<file path="src/bbx_pkg.sv">
// Shared types, constants and the reciprocal table of the box blur scrambler.
// Used by bbx_ctrl, bbx_datapath and box_blur_xor_scrambler; depends on nothing.
package bbx_pkg;

   // Parameter defaults
   localparam int MAX_SIDE_DEF     = 16;
   localparam int CHUNK_PIXELS_DEF = 32;

   // Register indexes and field widths
   localparam int CSR_INDEX_W = 2;
   localparam int CSR_DATA_W  = 8;
   localparam int SIDE_REG_W  = 5;
   localparam logic [CSR_INDEX_W-1:0] REG_IMAGE_WIDTH  = 2'd0;
   localparam logic [CSR_INDEX_W-1:0] REG_IMAGE_HEIGHT = 2'd1;
   localparam logic [CSR_INDEX_W-1:0] REG_SCRAMBLE_KEY = 2'd2;
   localparam logic [SIDE_REG_W-1:0]  SIDE_RESET       = 5'd16;

   // Keystream step per pixel index
   localparam logic [7:0] KEY_STEP = 8'd13;

   // Window arithmetic: sum of up to nine bytes, count 1..9
   localparam int SUM_W    = 12;
   localparam int CNT_W    = 4;
   localparam int RECIP_W  = 17;
   localparam int RECIP_SH = 16;
   localparam logic [CNT_W-1:0] CNT_MAX = 4'd9;

   // Controller states
   typedef enum logic [2:0] {
      ST_IDLE,
      ST_SELECT,
      ST_READ,
      ST_DRAIN,
      ST_FINISH
   } bbx_state_type;

   // Controller to datapath
   typedef struct packed {
      logic load;    // take the input beat and write it to the store
      logic start;   // pick the next pending output pixel, set up its window
      logic read;    // read one window entry
      logic finish;  // divide, scramble and load the output register
   } bbx_cmd_type;

   // Datapath to controller
   typedef struct packed {
      logic has_emit;  // an output pixel is still pending for this input
      logic win_end;   // the window cursor sits on its last entry
      logic out_free;  // the output register can take a new beat
   } bbx_sts_type;

   // ceil(2^16 / n): floor(sum * recip >> 16) equals sum / n for sum < 2^13
   function automatic logic [RECIP_W-1:0] recip(input logic [CNT_W-1:0] n);
      logic [RECIP_W-1:0] r;
      case (n)
         4'd1:    r = 17'd65536;
         4'd2:    r = 17'd32768;
         4'd3:    r = 17'd21846;
         4'd4:    r = 17'd16384;
         4'd5:    r = 17'd13108;
         4'd6:    r = 17'd10923;
         4'd7:    r = 17'd9363;
         4'd8:    r = 17'd8192;
         4'd9:    r = 17'd7282;
         default: r = 17'd0;
      endcase
      return r;
   endfunction

endpackage

</file>
<file path="src/bbx_ram.sv">
// Generic single-write, single-read RAM with registered read data.
// Holds the pixel store of the box blur scrambler; no dependencies.
module bbx_ram #(
   parameter int WIDTH = 8,
   parameter int DEPTH = 256
) (
   input  logic                     clock,
   input  logic                     wr_en,
   input  logic [$clog2(DEPTH)-1:0] wr_addr,
   input  logic [WIDTH-1:0]         wr_data,
   input  logic                     rd_en,
   input  logic [$clog2(DEPTH)-1:0] rd_addr,
   output logic [WIDTH-1:0]         rd_data
);

   logic [WIDTH-1:0] mem_ff [DEPTH];
   logic [WIDTH-1:0] rd_data_ff;

   // Write port and registered read port
   always_ff @(posedge clock) begin
      if (wr_en) begin
         mem_ff[wr_addr] <= wr_data;
      end
      if (rd_en) begin
         rd_data_ff <= mem_ff[rd_addr];
      end
   end

   assign rd_data = rd_data_ff;

endmodule

</file>
<file path="src/bbx_ctrl.sv">
// Controller state machine of the box blur scrambler.
// Depends on bbx_pkg; drives bbx_datapath through command and status structs.
module bbx_ctrl (
   input  logic                 clock,
   input  logic                 reset,
   input  logic                 req_valid,
   output logic                 req_ready,
   input  bbx_pkg::bbx_sts_type sts,
   output bbx_pkg::bbx_cmd_type cmd
);

   bbx_pkg::bbx_state_type state_ff;
   bbx_pkg::bbx_state_type state_in;

   // State register
   always_ff @(posedge clock) begin
      if (reset) begin
         state_ff <= bbx_pkg::ST_IDLE;
      end else begin
         state_ff <= state_in;
      end
   end

   // Next state and commands
   always_comb begin
      state_in  = state_ff;
      cmd       = '0;
      req_ready = 1'b0;
      case (state_ff)
         bbx_pkg::ST_IDLE: begin
            req_ready = 1'b1;
            if (req_valid) begin
               cmd.load = 1'b1;
               state_in = bbx_pkg::ST_SELECT;
            end
         end
         bbx_pkg::ST_SELECT: begin
            if (sts.has_emit) begin
               cmd.start = 1'b1;
               state_in  = bbx_pkg::ST_READ;
            end else begin
               state_in = bbx_pkg::ST_IDLE;
            end
         end
         bbx_pkg::ST_READ: begin
            cmd.read = 1'b1;
            if (sts.win_end) begin
               state_in = bbx_pkg::ST_DRAIN;
            end
         end
         bbx_pkg::ST_DRAIN: begin
            // last read data lands in the sum this cycle
            state_in = bbx_pkg::ST_FINISH;
         end
         bbx_pkg::ST_FINISH: begin
            if (sts.out_free) begin
               cmd.finish = 1'b1;
               state_in   = bbx_pkg::ST_SELECT;
            end
         end
         default: begin
            state_in = bbx_pkg::ST_IDLE;
         end
      endcase
   end

endmodule

</file>
<file path="src/bbx_datapath.sv">
// Datapath of the box blur scrambler: geometry, pixel store, window sum,
// reciprocal divide, keystream and output register. Depends on bbx_pkg, bbx_ram.
module bbx_datapath #(
   parameter int MAX_SIDE     = bbx_pkg::MAX_SIDE_DEF,
   parameter int CHUNK_PIXELS = bbx_pkg::CHUNK_PIXELS_DEF
) (
   input  logic                                clock,
   input  logic                                reset,
   input  logic                                csr_wr_en,
   input  logic [bbx_pkg::CSR_INDEX_W-1:0]     csr_index,
   input  logic [bbx_pkg::CSR_DATA_W-1:0]      csr_wdata,
   input  logic [7:0]                          req_pixel_value,
   output logic                                rsp_valid,
   input  logic                                rsp_ready,
   output logic [7:0]                          rsp_cipher_byte,
   output logic [7:0]                          rsp_pixel_index,
   output logic [3:0]                          rsp_chunk_number,
   output logic                                rsp_chunk_last,
   output logic                                rsp_image_last,
   output logic                                rsp_run_last,
   input  bbx_pkg::bbx_cmd_type                cmd,
   output bbx_pkg::bbx_sts_type                sts
);

   localparam int CW = $clog2(MAX_SIDE);
   localparam int SW = $clog2(MAX_SIDE + 1);
   localparam int AW = $clog2(MAX_SIDE * MAX_SIDE);
   localparam int XW = (AW > 8) ? AW : 8;
   localparam int PW = $clog2(CHUNK_PIXELS + 1);
   localparam int PROD_W = bbx_pkg::SUM_W + bbx_pkg::RECIP_W;

   // Configuration registers
   logic [bbx_pkg::SIDE_REG_W-1:0] width_ff, width_in;
   logic [bbx_pkg::SIDE_REG_W-1:0] height_ff, height_in;
   logic [7:0]                     key_ff, key_in;

   // Input position and pending output pixels
   logic [CW-1:0] col_ff, col_in, row_ff, row_in;
   logic [CW-1:0] cur_c_ff, cur_c_in, cur_r_ff, cur_r_in;
   logic          pend_lo_ff, pend_lo_in, pend_hi_ff, pend_hi_in;
   logic          pend_last_ff, pend_last_in;
   logic [CW-1:0] last_x_ff, last_x_in;

   // Window cursor and sum
   logic [CW-1:0] x0_ff, x0_in, x1_ff, x1_in, y1_ff, y1_in;
   logic [CW-1:0] wx_ff, wx_in, wy_ff, wy_in;
   logic [bbx_pkg::SUM_W-1:0] sum_ff, sum_in;
   logic [bbx_pkg::CNT_W-1:0] cnt_ff, cnt_in;
   logic          rd_valid_ff;
   logic          run_last_ff, run_last_in;
   logic          img_end_ff, img_end_in;

   // Output counters and output register
   logic [XW-1:0] idx_ff, idx_in;
   logic [PW-1:0] cpos_ff, cpos_in;
   logic [3:0]    cnum_ff, cnum_in;
   logic          rsp_valid_ff, rsp_valid_in;
   logic [7:0]    rsp_cipher_ff, rsp_cipher_in;
   logic [7:0]    rsp_index_ff, rsp_index_in;
   logic [3:0]    rsp_cnum_ff, rsp_cnum_in;
   logic          rsp_clast_ff, rsp_clast_in;
   logic          rsp_ilast_ff, rsp_ilast_in;
   logic          rsp_rlast_ff, rsp_rlast_in;

   // Combinational helpers
   logic [SW-1:0] side_w, side_h;
   logic [CW-1:0] w_m1, h_m1;
   logic [CW-1:0] pos_c, pos_r;
   logic [AW-1:0] wr_addr, rd_addr;
   logic [7:0]    rd_data;
   logic [CW-1:0] sel_x, sel_y;
   logic          more_after;
   logic [PROD_W-1:0] prod;
   logic [7:0]    ks;
   logic          geom_write;

   // Clamp geometry to 1..MAX_SIDE
   always_comb begin
      if (width_ff == '0) begin
         side_w = SW'(1);
      end else if (32'(width_ff) > MAX_SIDE) begin
         side_w = SW'(MAX_SIDE);
      end else begin
         side_w = SW'(width_ff);
      end
      if (height_ff == '0) begin
         side_h = SW'(1);
      end else if (32'(height_ff) > MAX_SIDE) begin
         side_h = SW'(MAX_SIDE);
      end else begin
         side_h = SW'(height_ff);
      end
      w_m1 = CW'(side_w - SW'(1));
      h_m1 = CW'(side_h - SW'(1));
   end

   // Position of the incoming pixel, restarted if it falls outside the image
   always_comb begin
      if (SW'(col_ff) >= side_w || SW'(row_ff) >= side_h) begin
         pos_c = '0;
         pos_r = '0;
      end else begin
         pos_c = col_ff;
         pos_r = row_ff;
      end
      wr_addr = AW'(pos_r) * AW'(side_w) + AW'(pos_c);
      rd_addr = AW'(wy_ff) * AW'(side_w) + AW'(wx_ff);
   end

   // Pick the next output pixel: left neighbor above, right edge above, last row
   always_comb begin
      if (pend_lo_ff) begin
         sel_x      = cur_c_ff - CW'(1);
         sel_y      = cur_r_ff - CW'(1);
         more_after = pend_hi_ff | pend_last_ff;
      end else if (pend_hi_ff) begin
         sel_x      = cur_c_ff;
         sel_y      = cur_r_ff - CW'(1);
         more_after = pend_last_ff;
      end else begin
         sel_x      = last_x_ff;
         sel_y      = cur_r_ff;
         more_after = (last_x_ff != w_m1);
      end
   end

   // Divide by the window count and build the keystream byte
   assign prod = PROD_W'(sum_ff) * PROD_W'(bbx_pkg::recip(cnt_ff));
   assign ks   = 8'(key_ff + idx_ff[7:0] * bbx_pkg::KEY_STEP);

   assign geom_write = csr_wr_en && (csr_index == bbx_pkg::REG_IMAGE_WIDTH ||
                                     csr_index == bbx_pkg::REG_IMAGE_HEIGHT);

   // Next-state logic
   always_comb begin
      width_in     = width_ff;
      height_in    = height_ff;
      key_in       = key_ff;
      col_in       = col_ff;
      row_in       = row_ff;
      cur_c_in     = cur_c_ff;
      cur_r_in     = cur_r_ff;
      pend_lo_in   = pend_lo_ff;
      pend_hi_in   = pend_hi_ff;
      pend_last_in = pend_last_ff;
      last_x_in    = last_x_ff;
      x0_in        = x0_ff;
      x1_in        = x1_ff;
      y1_in        = y1_ff;
      wx_in        = wx_ff;
      wy_in        = wy_ff;
      sum_in       = sum_ff;
      cnt_in       = cnt_ff;
      run_last_in  = run_last_ff;
      img_end_in   = img_end_ff;
      idx_in       = idx_ff;
      cpos_in      = cpos_ff;
      cnum_in      = cnum_ff;
      rsp_valid_in = rsp_valid_ff;
      rsp_cipher_in = rsp_cipher_ff;
      rsp_index_in  = rsp_index_ff;
      rsp_cnum_in   = rsp_cnum_ff;
      rsp_clast_in  = rsp_clast_ff;
      rsp_ilast_in  = rsp_ilast_ff;
      rsp_rlast_in  = rsp_rlast_ff;

      // Take the input beat: note which output pixels it completes, advance
      if (cmd.load) begin
         cur_c_in     = pos_c;
         cur_r_in     = pos_r;
         pend_lo_in   = (pos_r != '0) && (pos_c != '0);
         pend_hi_in   = (pos_r != '0) && (pos_c == w_m1);
         pend_last_in = (pos_r == h_m1) && (pos_c == w_m1);
         last_x_in    = '0;
         if (pos_c == w_m1) begin
            col_in = '0;
            row_in = (pos_r == h_m1) ? '0 : pos_r + CW'(1);
         end else begin
            col_in = pos_c + CW'(1);
            row_in = pos_r;
         end
      end

      // Consume one pending pixel and set up its clipped window
      if (cmd.start) begin
         if (pend_lo_ff) begin
            pend_lo_in = 1'b0;
         end else if (pend_hi_ff) begin
            pend_hi_in = 1'b0;
         end else begin
            last_x_in    = last_x_ff + CW'(1);
            pend_last_in = (last_x_ff != w_m1);
         end
         x0_in = (sel_x == '0) ? '0 : sel_x - CW'(1);
         x1_in = (SW'(sel_x) + SW'(1) < side_w) ? sel_x + CW'(1) : w_m1;
         y1_in = (SW'(sel_y) + SW'(1) < side_h) ? sel_y + CW'(1) : h_m1;
         wx_in = (sel_x == '0) ? '0 : sel_x - CW'(1);
         wy_in = (sel_y == '0) ? '0 : sel_y - CW'(1);
         sum_in      = '0;
         cnt_in      = '0;
         run_last_in = !more_after;
         img_end_in  = (sel_x == w_m1) && (sel_y == h_m1);
      end else if (rd_valid_ff) begin
         sum_in = sum_ff + bbx_pkg::SUM_W'(rd_data);
         cnt_in = cnt_ff + bbx_pkg::CNT_W'(1);
      end

      // Walk the window in raster order
      if (cmd.read) begin
         if (wx_ff == x1_ff) begin
            wx_in = x0_ff;
            wy_in = wy_ff + CW'(1);
         end else begin
            wx_in = wx_ff + CW'(1);
         end
      end

      // Drop the output beat once taken
      if (rsp_valid_ff && rsp_ready) begin
         rsp_valid_in = 1'b0;
      end

      // Load the output register and advance the raster counters
      if (cmd.finish) begin
         rsp_valid_in  = 1'b1;
         rsp_cipher_in = prod[bbx_pkg::RECIP_SH +: 8] ^ ks;
         rsp_index_in  = idx_ff[7:0];
         rsp_cnum_in   = cnum_ff;
         rsp_clast_in  = (cpos_ff == PW'(CHUNK_PIXELS - 1)) || img_end_ff;
         rsp_ilast_in  = img_end_ff;
         rsp_rlast_in  = run_last_ff;
         if (img_end_ff) begin
            idx_in  = '0;
            cpos_in = '0;
            cnum_in = 4'd1;
         end else begin
            idx_in = idx_ff + XW'(1);
            if (cpos_ff == PW'(CHUNK_PIXELS - 1)) begin
               cpos_in = '0;
               cnum_in = cnum_ff + 4'd1;
            end else begin
               cpos_in = cpos_ff + PW'(1);
            end
         end
      end

      // Configuration writes; a geometry change restarts the image
      if (csr_wr_en) begin
         case (csr_index)
            bbx_pkg::REG_IMAGE_WIDTH:  width_in  = csr_wdata[bbx_pkg::SIDE_REG_W-1:0];
            bbx_pkg::REG_IMAGE_HEIGHT: height_in = csr_wdata[bbx_pkg::SIDE_REG_W-1:0];
            bbx_pkg::REG_SCRAMBLE_KEY: key_in    = csr_wdata;
            default: ;
         endcase
      end
      if (geom_write) begin
         col_in  = '0;
         row_in  = '0;
         idx_in  = '0;
         cpos_in = '0;
         cnum_in = 4'd1;
      end
   end

   // Control registers
   always_ff @(posedge clock) begin
      if (reset) begin
         width_ff     <= bbx_pkg::SIDE_RESET;
         height_ff    <= bbx_pkg::SIDE_RESET;
         key_ff       <= '0;
         col_ff       <= '0;
         row_ff       <= '0;
         pend_lo_ff   <= 1'b0;
         pend_hi_ff   <= 1'b0;
         pend_last_ff <= 1'b0;
         rd_valid_ff  <= 1'b0;
         idx_ff       <= '0;
         cpos_ff      <= '0;
         cnum_ff      <= 4'd1;
         rsp_valid_ff <= 1'b0;
      end else begin
         width_ff     <= width_in;
         height_ff    <= height_in;
         key_ff       <= key_in;
         col_ff       <= col_in;
         row_ff       <= row_in;
         pend_lo_ff   <= pend_lo_in;
         pend_hi_ff   <= pend_hi_in;
         pend_last_ff <= pend_last_in;
         rd_valid_ff  <= cmd.read;
         idx_ff       <= idx_in;
         cpos_ff      <= cpos_in;
         cnum_ff      <= cnum_in;
         rsp_valid_ff <= rsp_valid_in;
      end
   end

   // Payload registers
   always_ff @(posedge clock) begin
      cur_c_ff      <= cur_c_in;
      cur_r_ff      <= cur_r_in;
      last_x_ff     <= last_x_in;
      x0_ff         <= x0_in;
      x1_ff         <= x1_in;
      y1_ff         <= y1_in;
      wx_ff         <= wx_in;
      wy_ff         <= wy_in;
      sum_ff        <= sum_in;
      cnt_ff        <= cnt_in;
      run_last_ff   <= run_last_in;
      img_end_ff    <= img_end_in;
      rsp_cipher_ff <= rsp_cipher_in;
      rsp_index_ff  <= rsp_index_in;
      rsp_cnum_ff   <= rsp_cnum_in;
      rsp_clast_ff  <= rsp_clast_in;
      rsp_ilast_ff  <= rsp_ilast_in;
      rsp_rlast_ff  <= rsp_rlast_in;
   end

   // Pixel store
   bbx_ram #(
      .WIDTH (8),
      .DEPTH (MAX_SIDE * MAX_SIDE)
   ) u_store (
      .clock   (clock),
      .wr_en   (cmd.load),
      .wr_addr (wr_addr),
      .wr_data (req_pixel_value),
      .rd_en   (cmd.read),
      .rd_addr (rd_addr),
      .rd_data (rd_data)
   );

   // Status and outputs
   assign sts.has_emit = pend_lo_ff | pend_hi_ff | pend_last_ff;
   assign sts.win_end  = (wx_ff == x1_ff) && (wy_ff == y1_ff);
   assign sts.out_free = !rsp_valid_ff || rsp_ready;

   assign rsp_valid        = rsp_valid_ff;
   assign rsp_cipher_byte  = rsp_cipher_ff;
   assign rsp_pixel_index  = rsp_index_ff;
   assign rsp_chunk_number = rsp_cnum_ff;
   assign rsp_chunk_last   = rsp_clast_ff;
   assign rsp_image_last   = rsp_ilast_ff;
   assign rsp_run_last     = rsp_rlast_ff;

   // Checks
   a_load_shows: assert property (@(posedge clock) disable iff (reset)
      cmd.finish |=> rsp_valid_ff)
      else $error("output beat not presented after load");

   a_count_range: assert property (@(posedge clock) disable iff (reset)
      cmd.finish |-> (cnt_ff != '0 && cnt_ff <= bbx_pkg::CNT_MAX))
      else $error("window count out of range at divide");

   a_no_wr_during_rd: assert property (@(posedge clock) disable iff (reset)
      cmd.load |-> (!cmd.read && !rd_valid_ff))
      else $error("store write overlaps a window read");

   a_start_clean: assert property (@(posedge clock) disable iff (reset)
      cmd.start |-> (!rd_valid_ff && sts.has_emit))
      else $error("window started with reads in flight or nothing pending");

endmodule

</file>
<file path="src/box_blur_xor_scrambler.sv">
// Top level of the 3x3 box blur with XOR keystream.
// Depends on bbx_pkg; instantiates bbx_ctrl and bbx_datapath.
//
// Usage:
//   req_* takes one 8-bit pixel per beat in raster order. rsp_* gives the
//   blurred, scrambled pixels in raster order with index, chunk number and
//   end marks; rsp_run_last marks the last beat caused by one input beat.
//   csr_* writes image_width (0), image_height (1) and scramble_key (2)
//   while the block is idle; a geometry write restarts the image.
// Timing:
//   A pixel that completes no window passes through accept and select only.
//   Each output pixel then passes through select, window reads, drain and
//   divide-and-scramble. The N = 1 to 9 window entries (4, 6 or 9 unless a side
//   is 1) come through the single read port of the store, one entry per cycle.
//   A result is presented once divide-and-scramble loads the output register.
// Reset:
//   Synchronous; geometry returns to 16 x 16, key to 0, position to (0,0).
//   Store contents are not cleared; only pixels of the current image are read.
// Stall:
//   One output register holds a beat while rsp_ready is low; the next pixel
//   is computed meanwhile and waits in the divide stage until the register frees.
module box_blur_xor_scrambler #(
   parameter int MAX_SIDE     = bbx_pkg::MAX_SIDE_DEF,
   parameter int CHUNK_PIXELS = bbx_pkg::CHUNK_PIXELS_DEF
) (
   input  logic                            clock,
   input  logic                            reset,
   input  logic                            csr_wr_en,
   input  logic [bbx_pkg::CSR_INDEX_W-1:0] csr_index,
   input  logic [bbx_pkg::CSR_DATA_W-1:0]  csr_wdata,
   input  logic                            req_valid,
   output logic                            req_ready,
   input  logic [7:0]                      req_pixel_value,
   output logic                            rsp_valid,
   input  logic                            rsp_ready,
   output logic [7:0]                      rsp_cipher_byte,
   output logic [7:0]                      rsp_pixel_index,
   output logic [3:0]                      rsp_chunk_number,
   output logic                            rsp_chunk_last,
   output logic                            rsp_image_last,
   output logic                            rsp_run_last
);

   bbx_pkg::bbx_cmd_type cmd;
   bbx_pkg::bbx_sts_type sts;

   // Sequencer
   bbx_ctrl u_ctrl (
      .clock     (clock),
      .reset     (reset),
      .req_valid (req_valid),
      .req_ready (req_ready),
      .sts       (sts),
      .cmd       (cmd)
   );

   // Store, window arithmetic and output register
   bbx_datapath #(
      .MAX_SIDE     (MAX_SIDE),
      .CHUNK_PIXELS (CHUNK_PIXELS)
   ) u_datapath (
      .clock            (clock),
      .reset            (reset),
      .csr_wr_en        (csr_wr_en),
      .csr_index        (csr_index),
      .csr_wdata        (csr_wdata),
      .req_pixel_value  (req_pixel_value),
      .rsp_valid        (rsp_valid),
      .rsp_ready        (rsp_ready),
      .rsp_cipher_byte  (rsp_cipher_byte),
      .rsp_pixel_index  (rsp_pixel_index),
      .rsp_chunk_number (rsp_chunk_number),
      .rsp_chunk_last   (rsp_chunk_last),
      .rsp_image_last   (rsp_image_last),
      .rsp_run_last     (rsp_run_last),
      .cmd              (cmd),
      .sts              (sts)
   );

endmodule
</file>
<file path="config.mk">
export PLATFORM = sky130hd
export DESIGN_NAME = box_blur_xor_scrambler
export DESIGN_NICKNAME = d
export VERILOG_FILES = /design/src/bbx_pkg.sv /design/src/bbx_ram.sv /design/src/bbx_ctrl.sv /design/src/bbx_datapath.sv /design/src/box_blur_xor_scrambler.sv
export SDC_FILE = /design/constraint.sdc
export NUM_CORES = 2
export LEC_CHECK = 0
export BUFFER_PORTS_ARGS = -buffer_cell sky130_fd_sc_hd__buf_4
export CORE_MARGIN = 5
export CORE_UTILIZATION = 45
export DETAILED_ROUTE_END_ITERATION = 8
export HOLD_SLACK_MARGIN = 0.08
export PLACE_DENSITY_LB_ADDON = 0.3
export SYNTH_ARGS = -nofsm -noshare
export SYNTH_HDL_FRONTEND = slang
export SYNTH_SLANG_ARGS = --single-unit
</file>
<file path="constraint.sdc">
create_clock -name clock -period 8.95 [get_ports clock]
set_input_delay 1.79 -clock clock [delete_from_list [all_inputs] [get_ports clock]]
set_output_delay 1.79 -clock clock [all_outputs]
set_load 0.01 [all_outputs]
</file>
==> metrics.md <==
| Metric | Value |
|---|---|
| Status | completed |
| Die area | about 0.22 mm² |
| RePlAce Congestion | 0.869 |
| Mapped Nets | roughly 5,600 |
| Commonest non-fill, non-tap cell in the layout | edfxtp_1 |
| Yosys cell types | 83 |
| Post-CTS setup buffer count | 0 |
| Final slew viol count | 0 |
| Clock Skew | 61.1 ps |
| Congestion Overflow GR | 0 |
| Seq/Total Area, Yosys | between 60% and 70% |
| Critical path class | register to register |
| Synth Instances | between 5,000 and 6,000 |
| Core box area | ~0.21 mm² |
| H-tree depth | 4 |
| Global-route wire length before repair | approximately 350 mm |
| Vias in the first global route | about 50,000 |
| Period utilisation layout | 91.3% |
| Fin crit period | 8170 ps |
| Post-Syn Area | between 0.09 and 0.1 mm² |
| Clock root buffer | clkbuf_16 |
| Setup ws final | a little under 800 ps |
| Maximum VDD drop | approximately 0.00022 V |
| Slowest cell on crit path | nor3_1 |
| Layout cells sized above 1 | roughly 23% |
| Post-route ant nets | 0 |
| EDFF count, synth | ~2,100 |
| Synth Area per Inst | 17.9 µm² |
| F_max | about 120 MHz |
| CP Launch Point | u_datapath.height_ff[1]$_SDFFE_PP0P_ |
| Fin Hold WS | ~430 ps |
| Detail Placement HPWL | 147 mm |
| Detailed-route DRC error count | 0 |
| Multi-input combinational cell area | between 0.02 and 0.03 mm² |
| Later-pin clock latency in the skew report | about 850 ps |
| Ys flop type | edfxtp_1 |
| Synth Register Bits | around 2,200 |
| Max_cap viols | 0 |
| Hold buffer count at CTS | 0 |
| Largest net degree at the start of global routing | roughly 170 |
| Initial antenna violation count | 11 |
| Async SR Flop Fraction | 0% |
| Clock-pin slew on the worst setup and hold paths | roughly 60 ps |
| Number of port buffers | 47 |
| CTS Buf Count | 214 |
| Via Count | between 50,000 and 60,000 |
| Resize count post-CTS | 0 |
| Register area | ~0.065 mm² |
| IO Pins | 48 |
| Pwr Density | around 230 mW/mm² |
| Worst setup SP type | register |
| Clk sink count | ~2,200 |
| Die Wd | roughly 470 µm |
| Row Count | ~170 |
| Most frequent CP cell | fa_1 |
| Via/cell ratio | roughly 5.9 |
| CP endpoint kind | register |
| Drt pass-1 iters | 6 |
| Reg-to-reg startpoint | u_datapath.height_ff[1]$_SDFFE_PP0P_ |
| CP arrival | roughly 8700 ps |
| Worst hold path startpoint | u_datapath.run_last_ff$_DFFE_PP_ |
| Worst-case clock buffer depth | 3 |
| GRT Overall Usage | about 22% |
| Hold Fails Final Rpt | 0 |
| Rel. slew slack | about 9.0% |
| RSZ-0062 raised after global routing | false |
| Most frequent cells in the layout | 2,105 x edfxtp_1, 562 x mux4_2, 483 x nand2_1 |
| Setup WS pre-CTS | around 860 ps |
| Initial core utilization | between 40 and 50% |
| Routed length per instance | 28.0 µm |
| Delay of the slowest critical-path stage | around 720 ps |
| Setup-violating endpoint count in the final report | 0 |
| Starting DRT DRC Count | about 5,800 |
| Area Overhead vs Synth | 13.1% |
| Worst endpoint required time | 9430 ps |
| Critical Path, Cell by Cell | nor3_1, nor2_1, nor2_1, ha_1, nand2b_1, a2111oi_2, o32a_1, nand2_1, inv_1, nand2_1, fa_1, fa_1, inv_1, fa_1, ha_1, a21o_1, a21oi_1, o21bai_1, a21oi_1, xnor2_1, xnor2_1, nand2_2, buf_4, nor3_1 |
| Aggregate negative setup slack | 0 ps |
| Worst hold-check path type | register to register |
| Post-Route WL | 239 mm |
| Fill cells | ~17,000 |
| YS warnings | 0 |
| Final net count | 5,901 |
| Die Y-Extent | approximately 470 µm |
| Leakage Power | about 35 nW |
| Worst-margin pin slew | approximately 1400 ps |
| CTS tree | yes |
| Critical Path Fanout Max | 30 |
state kept, by name, summed over array words and instances (netlist names), 5 cells and up, named ones only:
| register | cells |
|---|---|
| u_datapath.u_store.mem_ff | 2048 |
| u_datapath.sum_ff | 12 |
| u_datapath.idx_ff | 8 |
| u_datapath.key_ff | 8 |
| u_datapath.rsp_cipher_byte | 8 |
| u_datapath.rsp_pixel_index | 8 |
| u_datapath.u_store.rd_data | 8 |
| u_datapath.cpos_ff | 6 |
| u_datapath.height_ff | 5 |
| u_datapath.width_ff | 5 |
final timing paths:
path                                           endpoint  slack [ps]  depth (start not counted)
max reg2reg  u_datapath.u_store.mem_ff[30][6]$_DFFE_PP_         780                         24
min reg2reg           u_datapath.rsp_run_last$_DFFE_PP_         430                          0
min                   u_datapath.rsp_run_last$_DFFE_PP_         430                          0
max          u_datapath.u_store.mem_ff[30][6]$_DFFE_PP_         780                         24
cell type report:
type	count	area share, %
flip-flops and latches	2196	60.9
multi-input cells	2538	25.3
inverters	241	0.847
repair buffers	380	2.92
clock inverters	145	1.48
clock buffers	252	5.21
well taps	2805	3.29
diodes	3	0.00703
power by group:
group	switching, mW	total, mW	internal (mW)
clock	3.94	9.12	5.19
combinational	2.32	3.58	1.25
sequential	0.134	11.5	11.3
total	6.39	24.2	17.8
stage by stage:
stage / std cells / power [mW] / area, µm² / utilization, %
floorplan: 5273 / 13.7 / 94400 / -
CTS: 8557 / 24.3 / 107000 / 51.0
detailed placement: 8160 / 15.2 / 99600 / 47.6
global route: 8559 / 24.9 / 107000 / 51.0
global placement: 8160 / 15.2 / 99600 / 47.6
finish: 8560 / 24.2 / 107000 / 51.0
cells in the mapped netlist, drive strengths merged, types with 6 or more instances:
| master | n | area (µm²) |
|---|---|---|
| mux4 | 562 | 12700 |
| a21oi | 68 | 340 |
| nor2 | 130 | 490 |
| o21bai | 6 | 45.0 |
| nand2 | 493 | 1850 |
| nor2b | 14 | 87.6 |
| ha | 141 | 1760 |
| nand4 | 41 | 257 |
| o21a | 11 | 82.6 |
| buf | 137 | 946 |
| a311oi | 7 | 61.3 |
| dfxtp | 91 | 1820 |
| nand3 | 113 | 566 |
| a32oi | 23 | 201 |
| a21o | 13 | 97.6 |
| mux2i | 64 | 641 |
| o211ai | 9 | 67.6 |
| edfxtp | 2105 | 63200 |
| o2111ai | 10 | 87.6 |
| clkbuf | 160 | 621 |
| xor2 | 45 | 394 |
| inv | 239 | 897 |
| o21ai | 49 | 249 |
| a22oi | 8 | 65.1 |
| or2 | 7 | 43.8 |
| or3 | 6 | 37.5 |
| a31oi | 28 | 175 |
| nand2b | 12 | 75.1 |
| and2 | 81 | 507 |
| and3 | 13 | 81.3 |
| xnor2 | 71 | 622 |
| a211oi | 6 | 45.0 |
| fa | 166 | 3320 |
| nor3 | 276 | 1380 |
cells by family after synthesis:
logic type	after synthesis	synth area share [%]
buf+inv	539	2.63
xor+xnor	117	1.10
simple gates	1208	5.89
flops	2196	68.9
mux	629	14.1
compound gates	277	1.97
fa+ha+maj	307	5.39
critical path, delay by kind of cell, from the launching register on:
family / cells / cell delay [ps]
and+or+nand+nor: 8 / 2390
DFF: 1 / 330
adders and majority gates: 5 / 2140
xor gates and xnor gates: 2 / 590
AOI/OAI and AO/OA: 6 / 1680
buffers and inverters: 3 / 650
layer usage:
metal / vias up / global-route usage (%) / wire length [µm]
li1: 21198 / - / -
met1: 26163 / 31.3 / 96900
met2: 2413 / 34.4 / 114000
met3: 348 / 4.27 / 21400
met4: 2 / 6.32 / 7130
met5: - / 0 / 5
Power figures use the tool's default switching activity.
